File: src/design/rau_pkg.sv
// Shared types and constants for the rational arithmetic unit.
package rau_pkg;

  localparam logic [2:0] OP_ADD  = 3'd0;
  localparam logic [2:0] OP_SUB  = 3'd1;
  localparam logic [2:0] OP_MUL  = 3'd2;
  localparam logic [2:0] OP_DIV  = 3'd3;
  localparam logic [2:0] OP_NORM = 3'd4;

  // Datapath micro-operations issued by the controller.
  typedef enum logic [3:0] {
    CMD_NONE  = 4'd0,
    CMD_LOAD  = 4'd1,   // capture operands
    CMD_GCD   = 4'd2,   // start gcd of (x, y)
    CMD_DIV   = 4'd3,   // start divide of signed x by magnitude g
    CMD_MUL   = 4'd4,   // multiply x by y
    CMD_STEP  = 4'd5    // per-op sequencing step, selected by step index
  } cmd_code_t;

  typedef struct packed {
    cmd_code_t  code;
    logic [4:0] step;
  } rau_cmd_t;

  typedef struct packed {
    logic busy;   // gcd or divide unit running
  } rau_stat_t;

endpackage

File: src/design/rational_arithmetic_unit.sv
// Pass-through and divide by zero skip the serial unit; the other ops run it: each gcd
//   runs Euclid with one restoring pass per step (up to about 46 steps for 32-bit
//   words), each division by a gcd takes one more pass; arithmetic ops run two gcds
//   and four divisions.
// Throughput: one word at a time; the next word is taken after the result leaves.
// Reset (rst, synchronous): controller returns to idle, output word dropped.
module rational_arithmetic_unit #(
  parameter int WORD_BITS = 32
) (
  input  logic        clk,
  input  logic        rst,
  input  logic        in_valid,
  output logic        in_ready,
  input  logic [2:0]  op,
  input  logic [31:0] a_num,
  input  logic [31:0] a_den,
  input  logic [31:0] b_num,
  input  logic [31:0] b_den,
  output logic        out_valid,
  input  logic        out_ready,
  output logic [31:0] res_num,
  output logic [31:0] res_den,
  output logic        invalid
);
  rau_pkg::rau_cmd_t  cmd;
  rau_pkg::rau_stat_t stat;
  logic [2:0] op_q;
  logic       zero_an, zero_ad, zero_bn;
  logic [2:0] op_r;

  // Hold the opcode for the whole operation.
  always_ff @(posedge clk) begin
    if (in_valid && in_ready) begin
      op_r <= op;
    end
  end

  rau_ctrl u_ctrl (
    .clk, .rst, .in_valid, .in_ready, .out_valid, .out_ready,
    .op(op_q), .zero_an, .zero_ad, .zero_bn, .stat, .cmd
  );

  rau_datapath #(.W(WORD_BITS)) u_dp (
    .clk, .rst, .cmd, .stat, .op_in(op_r),
    .a_num_in(a_num), .a_den_in(a_den), .b_num_in(b_num), .b_den_in(b_den),
    .res_num, .res_den, .invalid, .op_q, .zero_an, .zero_ad, .zero_bn
  );
endmodule

File: src/design/rau_datapath.sv
// Datapath: operand registers, iterative remainder/divide unit, multiplier.
module rau_datapath #(
  parameter int W = 32
) (
  input  logic              clk,
  input  logic              rst,
  input  rau_pkg::rau_cmd_t cmd,
  output rau_pkg::rau_stat_t stat,
  input  logic [2:0]        op_in,
  input  logic [31:0]       a_num_in,
  input  logic [31:0]       a_den_in,
  input  logic [31:0]       b_num_in,
  input  logic [31:0]       b_den_in,
  output logic [31:0]       res_num,
  output logic [31:0]       res_den,
  output logic              invalid,
  output logic [2:0]        op_q,
  output logic              zero_an,
  output logic              zero_ad,
  output logic              zero_bn
);
  localparam int CW = $clog2(W + 1);

  logic [W-1:0] an, ad, bn, bd, g, h, t0, t1, rn, rd;
  logic         bad;
  // Serial unit: restoring divide of magnitude num by magnitude den.
  logic [W-1:0] dq, drem, dden;
  logic [CW-1:0] dcnt;
  logic         drun;
  logic         gcd_mode, dneg;
  logic [W-1:0] gq;
  logic [W-1:0] qfin;

  function automatic logic [W-1:0] wext(input logic [31:0] v);
    logic [63:0] e;
    e = {{32{v[31]}}, v};
    return e[W-1:0];
  endfunction

  function automatic logic [31:0] wout(input logic [W-1:0] v);
    logic [63:0] e;
    e = {{(64-W){v[W-1]}}, v};
    return e[31:0];
  endfunction

  function automatic logic [W-1:0] magw(input logic [W-1:0] v);
    return v[W-1] ? (~v + 1'b1) : v;
  endfunction

  assign qfin  = dneg ? (~dq + 1'b1) : dq;
  assign stat.busy = drun;
  assign op_q    = op_in;
  assign zero_an = (an == '0);
  assign zero_ad = (ad == '0);
  assign zero_bn = (bn == '0);
  assign res_num = wout(rn);
  assign res_den = wout(rd);
  assign invalid = bad;

  // Remainder of the restoring pass; needs drem with top bit kept.
  logic [W:0] shifted;
  assign shifted = {drem, dq[W-1]};
  logic [W:0] diff;
  assign diff = shifted - {1'b0, dden};

  always_ff @(posedge clk) begin
    if (rst) begin
      drun <= 1'b0;
      bad  <= 1'b0;
    end else begin
      if (drun) begin
        if (dcnt != '0) begin
          dcnt <= dcnt - 1'b1;
          if (!diff[W]) begin
            drem <= diff[W-1:0];
            dq   <= {dq[W-2:0], 1'b1};
          end else begin
            drem <= shifted[W-1:0];
            dq   <= {dq[W-2:0], 1'b0};
          end
        end else if (gcd_mode) begin
          // drem = gp mod gq; continue Euclid
          if (drem == '0) begin
            g    <= gq;
            drun <= 1'b0;
          end else begin
            gq   <= drem;
            dden <= drem;
            dq   <= gq;
            drem <= '0;
            dcnt <= CW'(W);
          end
        end else begin
          t0   <= qfin;
          drun <= 1'b0;
        end
      end
      case (cmd.code)
        rau_pkg::CMD_LOAD: begin
          an  <= wext(a_num_in);
          ad  <= wext(a_den_in);
          bn  <= wext(b_num_in);
          bd  <= wext(b_den_in);
          bad <= 1'b0;
        end
        rau_pkg::CMD_GCD: begin
          // t0, t1 hold the arguments
          gcd_mode <= 1'b1;
          if (magw(t1) == '0) begin
            g <= magw(t0);
          end else begin
            gq   <= magw(t1);
            dden <= magw(t1);
            dq   <= magw(t0);
            drem <= '0;
            dcnt <= CW'(W);
            drun <= 1'b1;
          end
        end
        rau_pkg::CMD_DIV: begin
          // t0 divided by g; zero g leaves t0
          gcd_mode <= 1'b0;
          if (g != '0) begin
            dneg <= t0[W-1];
            dq   <= magw(t0);
            dden <= g;
            drem <= '0;
            dcnt <= CW'(W);
            drun <= 1'b1;
          end
        end
        rau_pkg::CMD_MUL: t0 <= W'(t0 * t1);
        rau_pkg::CMD_STEP: begin
          case (cmd.step)
            5'd0:  begin t0 <= ad; t1 <= bd; end              // gcd(ad,bd)
            5'd1:  begin h <= g; t0 <= ad; end                 // den = ad/g
            5'd2:  begin rd <= t0; t0 <= bd; end               // bd/g
            5'd3:  begin t1 <= an; end                         // an*(bd/g)
            5'd4:  begin rn <= t0; t0 <= bn; t1 <= rd; end     // bn*den
            5'd5:  begin
              t0 <= (op_in == rau_pkg::OP_SUB) ? rn - t0 : rn + t0;
              t1 <= h;
              rn <= (op_in == rau_pkg::OP_SUB) ? rn - t0 : rn + t0;
            end
            5'd6:  begin h <= g; t0 <= rn; end                 // num/h
            5'd7:  begin rn <= t0; t0 <= bd; g <= h; end       // bd/h
            5'd8:  begin t1 <= rd; end                         // den*(bd/h)
            5'd9:  begin rd <= t0; end
            // divide: reciprocal of b, sign to numerator
            5'd10: begin
              if (bn[W-1]) begin
                t0 <= ~bd + 1'b1;
                bd <= ~bn + 1'b1;
                bn <= ~bd + 1'b1;
              end else begin
                bn <= bd;
                bd <= bn;
              end
            end
            // multiply: g1 = gcd(an,bd)
            5'd11: begin t0 <= an; t1 <= bd; end
            5'd12: begin h <= g; t0 <= bn; t1 <= ad; end       // g2
            5'd13: begin t0 <= an; g <= h; t1 <= g; end        // an/g1 (t1=g2)
            5'd14: begin rn <= t0; t0 <= bn; g <= t1; end      // bn/g2
            5'd15: begin t1 <= rn; end                         // product
            5'd16: begin rn <= t0; t0 <= ad; end               // ad/g2
            5'd17: begin rd <= t0; t0 <= bd; g <= h; end       // bd/g1
            5'd18: begin t1 <= rd; end
            5'd19: begin rd <= t0; end
            // normalize
            5'd20: begin rn <= an; rd <= ad; t0 <= an; t1 <= ad; end
            5'd21: begin rd <= {{(W-1){1'b0}}, 1'b1}; end
            5'd22: begin t0 <= an; end                         // an/g
            5'd23: begin rn <= t0; t0 <= ad; end               // ad/g
            5'd24: begin
              if (t0[W-1]) begin
                rn <= ~rn + 1'b1;
                rd <= ~t0 + 1'b1;
              end else begin
                rd <= t0;
              end
            end
            5'd25: begin
              rn  <= {1'b1, {(W-1){1'b0}}};
              rd  <= {1'b1, {(W-1){1'b0}}};
              bad <= 1'b1;
            end
            5'd26: begin rn <= an; rd <= ad; end
            default: ;
          endcase
        end
        default: ;
      endcase
    end
  end
endmodule

File: src/design/rau_ctrl.sv
// Controller: sequences datapath commands for each operation.
module rau_ctrl (
  input  logic               clk,
  input  logic               rst,
  input  logic               in_valid,
  output logic               in_ready,
  output logic               out_valid,
  input  logic               out_ready,
  input  logic [2:0]         op,
  input  logic               zero_an,
  input  logic               zero_ad,
  input  logic               zero_bn,
  input  rau_pkg::rau_stat_t stat,
  output rau_pkg::rau_cmd_t  cmd
);
  typedef enum logic [4:0] {
    S_IDLE = 5'b00001,
    S_ISSUE = 5'b00010,
    S_WAIT = 5'b00100,
    S_DONE = 5'b01000,
    S_OUT = 5'b10000
  } state_t;

  state_t     state, state_next;
  logic [5:0] pc, pc_next;
  rau_pkg::rau_cmd_t prog;
  logic       last;

  localparam logic [5:0] PC_ADD  = 6'd0;
  localparam logic [5:0] PC_DIV  = 6'd20;
  localparam logic [5:0] PC_MUL  = 6'd23;
  localparam logic [5:0] PC_NORM = 6'd40;
  localparam logic [5:0] PC_BAD  = 6'd50;
  localparam logic [5:0] PC_NOP  = 6'd51;
  localparam logic [5:0] PC_ZN   = 6'd52;

  function automatic rau_pkg::rau_cmd_t mk(input rau_pkg::cmd_code_t c,
                                          input logic [4:0] s);
    rau_pkg::rau_cmd_t r;
    r.code = c;
    r.step = s;
    return r;
  endfunction

  // Microprogram; last marks end of sequence.
  always_comb begin
    last = 1'b0;
    prog = mk(rau_pkg::CMD_NONE, 5'd0);
    case (pc)
      6'd0:  prog = mk(rau_pkg::CMD_STEP, 5'd0);
      6'd1:  prog = mk(rau_pkg::CMD_GCD, 5'd0);
      6'd2:  prog = mk(rau_pkg::CMD_STEP, 5'd1);
      6'd3:  prog = mk(rau_pkg::CMD_DIV, 5'd0);
      6'd4:  prog = mk(rau_pkg::CMD_STEP, 5'd2);
      6'd5:  prog = mk(rau_pkg::CMD_DIV, 5'd0);
      6'd6:  prog = mk(rau_pkg::CMD_STEP, 5'd3);
      6'd7:  prog = mk(rau_pkg::CMD_MUL, 5'd0);
      6'd8:  prog = mk(rau_pkg::CMD_STEP, 5'd4);
      6'd9:  prog = mk(rau_pkg::CMD_MUL, 5'd0);
      6'd10: prog = mk(rau_pkg::CMD_STEP, 5'd5);
      6'd11: prog = mk(rau_pkg::CMD_GCD, 5'd0);
      6'd12: prog = mk(rau_pkg::CMD_STEP, 5'd6);
      6'd13: prog = mk(rau_pkg::CMD_DIV, 5'd0);
      6'd14: prog = mk(rau_pkg::CMD_STEP, 5'd7);
      6'd15: prog = mk(rau_pkg::CMD_DIV, 5'd0);
      6'd16: prog = mk(rau_pkg::CMD_STEP, 5'd8);
      6'd17: prog = mk(rau_pkg::CMD_MUL, 5'd0);
      6'd18: begin prog = mk(rau_pkg::CMD_STEP, 5'd9); last = 1'b1; end
      6'd20: prog = mk(rau_pkg::CMD_STEP, 5'd10);
      6'd23: prog = mk(rau_pkg::CMD_STEP, 5'd11);
      6'd24: prog = mk(rau_pkg::CMD_GCD, 5'd0);
      6'd25: prog = mk(rau_pkg::CMD_STEP, 5'd12);
      6'd26: prog = mk(rau_pkg::CMD_GCD, 5'd0);
      6'd27: prog = mk(rau_pkg::CMD_STEP, 5'd13);
      6'd28: prog = mk(rau_pkg::CMD_DIV, 5'd0);
      6'd29: prog = mk(rau_pkg::CMD_STEP, 5'd14);
      6'd30: prog = mk(rau_pkg::CMD_DIV, 5'd0);
      6'd31: prog = mk(rau_pkg::CMD_STEP, 5'd15);
      6'd32: prog = mk(rau_pkg::CMD_MUL, 5'd0);
      6'd33: prog = mk(rau_pkg::CMD_STEP, 5'd16);
      6'd34: prog = mk(rau_pkg::CMD_DIV, 5'd0);
      6'd35: prog = mk(rau_pkg::CMD_STEP, 5'd17);
      6'd36: prog = mk(rau_pkg::CMD_DIV, 5'd0);
      6'd37: prog = mk(rau_pkg::CMD_STEP, 5'd18);
      6'd38: prog = mk(rau_pkg::CMD_MUL, 5'd0);
      6'd39: begin prog = mk(rau_pkg::CMD_STEP, 5'd19); last = 1'b1; end
      6'd40: prog = mk(rau_pkg::CMD_STEP, 5'd20);
      6'd41: prog = mk(rau_pkg::CMD_GCD, 5'd0);
      6'd42: prog = mk(rau_pkg::CMD_STEP, 5'd22);
      6'd43: prog = mk(rau_pkg::CMD_DIV, 5'd0);
      6'd44: prog = mk(rau_pkg::CMD_STEP, 5'd23);
      6'd45: prog = mk(rau_pkg::CMD_DIV, 5'd0);
      6'd46: begin prog = mk(rau_pkg::CMD_STEP, 5'd24); last = 1'b1; end
      6'd50: begin prog = mk(rau_pkg::CMD_STEP, 5'd25); last = 1'b1; end
      6'd51: begin prog = mk(rau_pkg::CMD_STEP, 5'd26); last = 1'b1; end
      6'd52: prog = mk(rau_pkg::CMD_STEP, 5'd20);
      6'd53: begin prog = mk(rau_pkg::CMD_STEP, 5'd21); last = 1'b1; end
      default: last = 1'b1;
    endcase
  end

  assign in_ready  = (state == S_IDLE);
  assign out_valid = (state == S_OUT);

  always_comb begin
    state_next = state;
    pc_next    = pc;
    cmd        = mk(rau_pkg::CMD_NONE, 5'd0);
    case (state)
      S_IDLE: if (in_valid) begin
        cmd        = mk(rau_pkg::CMD_LOAD, 5'd0);
        state_next = S_DONE;
      end
      S_DONE: begin
        // choose the sequence now that operands are registered
        state_next = S_ISSUE;
        case (op)
          rau_pkg::OP_ADD, rau_pkg::OP_SUB: pc_next = PC_ADD;
          rau_pkg::OP_MUL:  pc_next = PC_MUL;
          rau_pkg::OP_DIV:  pc_next = zero_bn ? PC_BAD : PC_DIV;
          rau_pkg::OP_NORM: pc_next = zero_ad ? PC_NOP
                                    : (zero_an ? PC_ZN : PC_NORM);
          default:          pc_next = PC_NOP;
        endcase
      end
      S_ISSUE: begin
        cmd = prog;
        if (last) begin
          state_next = S_OUT;
        end else if (pc == 6'd20) begin
          pc_next = PC_MUL;
        end else if (pc == PC_ZN) begin
          pc_next = 6'd53;
          state_next = S_ISSUE;
        end else begin
          pc_next = pc + 1'b1;
          if (prog.code == rau_pkg::CMD_GCD || prog.code == rau_pkg::CMD_DIV) begin
            state_next = S_WAIT;
          end
        end
        if (pc == PC_ZN) begin
          state_next = S_ISSUE;
        end
      end
      S_WAIT: if (!stat.busy) begin
        state_next = S_ISSUE;
      end
      S_OUT: if (out_ready) begin
        state_next = S_IDLE;
      end
      default: state_next = S_IDLE;
    endcase
  end

  always_ff @(posedge clk) begin
    if (rst) begin
      state <= S_IDLE;
      pc    <= '0;
    end else begin
      state <= state_next;
      pc    <= pc_next;
    end
  end
endmodule
File: config.mk
export PLATFORM = sky130hd
export DESIGN_NAME = rational_arithmetic_unit
export DESIGN_NICKNAME = d
export VERILOG_FILES = /design/src/design/rau_pkg.sv /design/src/design/rational_arithmetic_unit.sv /design/src/design/rau_datapath.sv /design/src/design/rau_ctrl.sv
export SDC_FILE = /design/constraint.sdc
export NUM_CORES = 2
export LEC_CHECK = 0
export BUFFER_PORTS_ARGS = -buffer_cell sky130_fd_sc_hd__buf_4
export CORE_MARGIN = 2
export CORE_UTILIZATION = 44
export DETAILED_ROUTE_END_ITERATION = 16
export GPL_TIMING_DRIVEN = 0
export PLACE_DENSITY = 0.67
export SLEW_MARGIN = 40
export SYNTH_ARGS = -nofsm -noshare
export SYNTH_HDL_FRONTEND = slang
export SYNTH_SLANG_ARGS = --single-unit
File: constraint.sdc
create_clock -name clk -period 22.6 [get_ports clk]
set_input_delay 1.13 -clock clk [delete_from_list [all_inputs] [get_ports clk]]
set_output_delay 1.13 -clock clk [all_outputs]
set_load 0.005 [all_outputs]
**Word level (Yosys, flattened, before mapping)**

Cells that the tools add are included.

- Register bits: 472
- Input bits: 135
- Output and inout bits: 67
- Word-level logic and storage cells: 278

- Eq/ne operators: 98
- Multiplexer cells: 92
- Reduce and logical (&&, ||, !) cells: 47
- Add/subtract/negate cells: 11
- Multiply operators: 1
- Bitwise gates (word level): 7

Operators by type and width:

| cell | number |
|---|---|
| $mux W32 | 43 |
| $pmux W32 S2 | 8 |
| $pmux W32 S7 | 2 |
| $pmux W32 S5 | 2 |
| $pmux W8 S30 | 1 |
| $add A32 B1 Y32 const B | 6 |
| $not A32 Y32 | 6 |
| $logic_not A32 Y1 | 5 |
| $eq A6 B6 Y1 const B | 19 |
| $eq A6 B5 Y1 const B | 13 |
| $mux W6 | 12 |
| $eq A5 B5 Y1 const B | 12 |
| $eq A6 B4 Y1 const B | 8 |
| $eq A5 B4 Y1 const B | 9 |
| $reduce_or A42 Y1 | 1 |
| $mux W5 | 8 |
| $sub A33 B32 Y33 | 1 |
| $add A32 B32 Y32 | 1 |
| $mul A32 B32 Y32 | 1 |
| $reduce_bool A32 Y1 | 1 |
| $sub A32 B32 Y32 | 1 |
| $eq A5 B3 Y1 const B | 5 |
| $pmux W5 S5 | 1 |
| $eq A6 B3 Y1 const B | 4 |
| other kinds (40) | 86 |

**Logic depth before layout (Yosys ltp)**

- Depth in word-level cells: 10
- Gate-level depth with buffers: 29
- Gate-level depth less buffers: 27

**Modules after synthesis**

From an unflattened synthesis, not the netlist that was laid out.

- Cells, all modules: 5604
- Area, all modules: 50001.7 um^2

Modules (own cells, without submodules):

| module | area each (um^2) | times used | seq. area each (um^2) | cells each |
|---|---|---|---|---|
| rau_datapath | 48271.3 | 1 | 13733.2 | 5359 |
| rau_ctrl | 1634.1 | 1 | 220.2 | 241 |
| rational_arithmetic_unit | 96.3 | 1 | 90.1 | 4 |

**Worst setup path after synthesis**

Ideal clock, no wire load.

- Path kind: flip-flop to flip-flop
- Start: register u_ctrl.pc[0]
- End: register u_dp.rn[0], in the netlist u_dp.res_num[0], enable pin
- Data arrival time: 7933 ps
- Cell stages (with the launch flop): 15
- Required time: 22005 ps
- Path slack: 14072 ps
- Library setup time: 595 ps
- Period minus slack after synthesis: 8528 ps
- Path buffers: 3
- Path through: dfxtp_1 inv_1 ha_1 or2_1 clkbuf_1 nand3_1 a21oi_1 or3_1 clkbuf_1 clkbuf_1 a311oi_1 a31oi_1 o22ai_1 a311oi_1 a2111oi_0

- Longest elaborated chain between the ends: 8
- Elaborated cells on any way between the ends: 70
- Those cells by class: eq/ne (59); mux (2); reduce/logical (9)

RTL lines:

| what | line | text |
|---|---|---|
| start: declaration | rau_ctrl.sv:25 | `logic [5:0] pc, pc_next;` |
| start signal: assignment | rau_ctrl.sv:161 | `pc <= pc_next;` |
| $eq A6 B2 Y1 (tied with other cells) | rau_ctrl.sv:49 | `case (pc)` |
| $reduce_or A10 Y1 (no source line) (tied with other cells) | - |  |
| $pmux W8 S30 (*) | rau_ctrl.sv:49 |  |
| $pmux W9 S2 (*) | rau_ctrl.sv:109 | `case (state)` |
| $eq A5 B3 Y1 (tied with other cells) | rau_datapath.sv:134 | `case (cmd.step)` |
| $reduce_or A5 Y1 (no source line) or $reduce_or A2 Y1 (tied branches) | - |  |
| $reduce_bool A5 Y1 (no source line) | - |  |
| $reduce_and A4 Y1 (no source line) (*) | - |  |
| end signal: assignment | rau_datapath.sv:139 | `5'd4: begin rn <= t0; t0 <= bn; t1 <= rd; end` |
| end signal: assignment | rau_datapath.sv:143 | `rn <= (op_in == rau_pkg::OP_SUB) ? rn - t0 : rn + t0;` |
| end signal: assignment | rau_datapath.sv:164 | `5'd14: begin rn <= t0; t0 <= bn; g <= t1; end` |
| end: declaration | rau_datapath.sv:24 | `logic [W-1:0] an, ad, bn, bd, g, h, t0, t1, rn, rd;` |

Mark *: on every way between the ends. The rest lies on a longest branch, timed or not.
A chain may end at the register's enable or synchronous reset.

**Worst setup path after layout**

- Start: register u_dp.t0[15]
- End: register u_dp.t0[30], data pin

- Longest elaborated chain between the ends: 4
- Elaborated cells on any way between the ends: 6
- Those cells by class: add/sub (2); mul (1); mux (3)

RTL lines:

| what | line | text |
|---|---|---|
| start: declaration | rau_datapath.sv:24 |  |
| start signal: assignment | rau_datapath.sv:94 | `t0 <= qfin;` |
| start signal: assignment | rau_datapath.sv:132 | `rau_pkg::CMD_MUL: t0 <= W'(t0 * t1);` |
| start signal: assignment | rau_datapath.sv:139 |  |
| parallel branches: the longest is 3 deep, another holds $mul A32 B32 Y32 | - |  |
| $pmux W32 S2 (*) | rau_datapath.sv:98 | `case (cmd.code)` |

Mark *: on every way between the ends.

==> flow_metrics.env <==
export IMPL_outcome="finished clean"
export IMPL_cts_path_max_buffers=3
export IMPL_grt_setup_unrepaired="false"
export IMPL_antenna_found_initial=12
export IMPL_synth_warnings=0
export IMPL_synthCells=5468
export IMPL_worst_pin_slew_ns=1.01
export IMPL_drt_initial_drc_count=7377
export IMPL_cts_root_buffer_cell="clkbuf_16"
export IMPL_fmax_mhz=104
export IMPL_postCtsSetupRepairBufs=0
export IMPL_nets=6518
export IMPL_ant_nets=0
export IMPL_cp_start_kind="flip-flop"
export IMPL_final_setup_tns_ns=0
export IMPL_wl_met2_um=110000
export IMPL_synth_largest_area_cell="edfxtp_1"
export IMPL_die_w_um=340
export IMPL_grt_max_degree=63
export IMPL_core_area_um2=112000
export IMPL_fin_skew_ns=0.0603
export IMPL_clock_sinks=472
export IMPL_wl_um=257000
export IMPL_topRoutingLayerUsed="met5"
export IMPL_grt_pass1_wl_um=356000
export IMPL_path_clk_slew_ns=0.07
export IMPL_numCtsBuffers=58
export IMPL_cts_tree="built"
export IMPL_synth_area_per_cell_um2=9.08
export IMPL_holdBufCountCts=0
export IMPL_grt_pass1_vias=47000
export IMPL_required_ns=23.11
export IMPL_synth_async_reset_ratio_pct=0
export IMPL_initial_core_util_pct=44.2
export IMPL_gp_congestion=1.06
export IMPL_synth_area_top_cells="edfxtp_1, fa_1, nand2_1"
export IMPL_ys_flop_type="edfxtp_1"
export IMPL_crit_arrival_ns=10.10
export IMPL_ys_seq_area_share_pct=28.3
export IMPL_grt_overflow=0
export IMPL_slew_violations=0
export IMPL_dpl_hpwl_um=206000
export IMPL_hold_violations=0
export IMPL_port_buffers=200
export IMPL_route_layer_met1_wl_um=96600
export IMPL_wl_met3_um=31000
export IMPL_htreeDepth=2
export IMPL_synth_edf_count=459
export IMPL_fin_crit_ns=9.59
export IMPL_die_h_um=340
export IMPL_drive_above_1_share_pct=8.93
export IMPL_finalSetupViolations=0
export IMPL_crit_start="u_dp.t0[15]"
export IMPL_wl_per_cell_um=35.0
export IMPL_max_slew_margin_pct=32.0
export IMPL_yosysTopAreaCellShare_pct=27.8
export IMPL_drc=0
export IMPL_row_count=123
export IMPL_syn_area_um2=49600
export IMPL_dr_pass1_iters=9
export IMPL_reg2reg_from="u_dp.t0[15]"
export IMPL_viasPerCell=6.67
export IMPL_netlist_cell_type_count=95
export IMPL_vias=49000
export IMPL_hold_path_class="reg -> reg"
export IMPL_die_area_um2=116000
export IMPL_clk_latency_ns=0.72
export IMPL_crit_path_end_kind="flip-flop"
export IMPL_cap_violations=0
export IMPL_cts_resized=0
export IMPL_ys_ff_latch=472
export IMPL_syn_num_nets=6211
export IMPL_worstPathMaxFanout=11
export IMPL_num_io_pins=202
export IMPL_syn2layout_area_growth_pct=12.4
export IMPL_finalCritPeriodShare_pct=42.4
export IMPL_hold_start="u_dp.invalid"
export IMPL_critPathKind="reg -> reg"
export IMPL_track_usage_pct=43.4
[critical path, cell delays in order (launching register included)]
cell and delay (ns):
edfxtp_1 0.33, clkbuf_1 0.51, clkbuf_1 0.69, clkbuf_1 0.56
nand2_1 0.16, fa_1 0.55, fa_1 0.46, fa_1 0.54
fa_1 0.52, inv_1 0.06, fa_1 0.58, fa_1 0.47
fa_1 0.59, fa_1 0.46, ha_1 0.33, or2_2 0.30
nand2_1 0.13, nor4_1 0.07, o31a_1 0.16, a2111oi_0 0.59
o21ai_0 0.25, xor2_1 0.64, a21oi_1 0.29, o31ai_1 0.16
[cell usage in the layout (no fill, tap or decap), types with 58 or more instances in the layout]
| cell | netlist | final |
|---|---|---|
| a221oi_1 | 62 | 62 |
| xor2_1 | 183 | 182 |
| xnor2_1 | 170 | 169 |
| inv_1 | 500 | 499 |
| a21oi_1 | 162 | 162 |
| o22ai_1 | 84 | 83 |
| o21ai_1 | 55 | 63 |
| nor2_1 | 202 | 201 |
| nor3_1 | 78 | 71 |
| and2_1 | 315 | 315 |
| edfxtp_1 | 459 | 459 |
| or3_1 | 67 | 67 |
| clkbuf_16 | 0 | 58 |
| nand2_1 | 711 | 711 |
| fa_1 | 410 | 410 |
| o21ai_0 | 333 | 318 |
| mux2i_1 | 106 | 106 |
| a22oi_1 | 89 | 89 |
| clkbuf_1 | 354 | 296 |
| a21o_1 | 59 | 59 |
| buf_4 | 1 | 211 |
| ha_1 | 198 | 198 |
| a222oi_1 | 63 | 63 |
| nor4_1 | 70 | 59 |
| nand3_1 | 65 | 65 |
| clkbuf_2 | 0 | 73 |
[flip-flops by register name, summed over array words and instances, names as in the netlist, 5 cells and up]
name,count
u_ctrl.state,5
u_dp.dden,32
u_dp.res_den,32
u_ctrl.pc,6
u_dp.an,32
u_dp.dcnt,6
u_dp.gq,32
u_dp.res_num,32
u_dp.t0,32
u_dp.ad,32
u_dp.drem,32
u_dp.t1,32
u_dp.bd,32
u_dp.g,32
u_dp.bn,32
u_dp.dq,32
u_dp.h,32
[final cells by class]
cell class	instances	area, um^2
clock buffers	72	1500
repair buffers	247	1970
multi-input cells	4097	32500
plain buffers	398	1640
diodes	16	40.0
flip-flops and latches	472	14000
inverters	501	1890
well taps	1500	1880
clock inverters	36	362
fillers	10900	56400
[stage by stage]
stage               utilization (%)  worst slack (ns)  area, um^2  instances  hold WS, ns
detailed placement             48.0             13.32       53800       7213        0.454
global route                   49.7             12.95       55700       7323        0.498
CTS                            49.6             13.29       55700       7321        0.464
global placement               47.3              6.89       53000       7168        0.449
floorplan                         -             14.07       49600       5468        0.453
finish                         49.7             13.01       55800       7339        0.464
[cells in the mapped netlist (40+ instances only)]
master,instances
a21o_1,59
a21oi_1,162
a221oi_1,62
a222oi_1,63
a22oi_1,89
and2_1,315
clkbuf_1,354
edfxtp_1,459
fa_1,410
ha_1,198
inv_1,500
mux2i_1,106
nand2_1,711
nand2b_1,45
nand3_1,65
nor2_1,202
nor3_1,78
nor4_1,70
o2111ai_1,40
o21a_1,47
o21ai_0,333
o21ai_1,55
o22ai_1,84
o31ai_1,47
or3_1,67
xnor2_1,170
xor2_1,183
[layer usage]
metal	up-vias	GRT usage, %
met5	-	0
li1	19900	-
met1	24500	56.8
met2	3656	65.1
met3	895	10.6
met4	10	26.1
[final timing paths]
kind,slack [ns],depth (start not counted),to
worst min register to register,0.46,2,u_dp.invalid
worst min-delay path,0.46,2,u_dp.invalid
worst max register to register,13.01,23,u_dp.t0[30]
worst max-delay path,13.01,23,u_dp.t0[30]
[logic make-up after synthesis]
family / count (synthesis) / share of synthesized area [%]
AO/OA/AOI/OAI: 1311 / 17.9
XOR/XNOR: 353 / 6.23
adder cells (fa/ha/maj): 608 / 21.5
buffers and inverters: 899 / 6.90
flip-flops: 472 / 28.3
multiplexers: 115 / 2.36
AND/OR/NAND/NOR: 1710 / 16.8
Power is not shown: default switching activity piles up to over one toggle a cycle in this logic, so the estimate is an artifact.
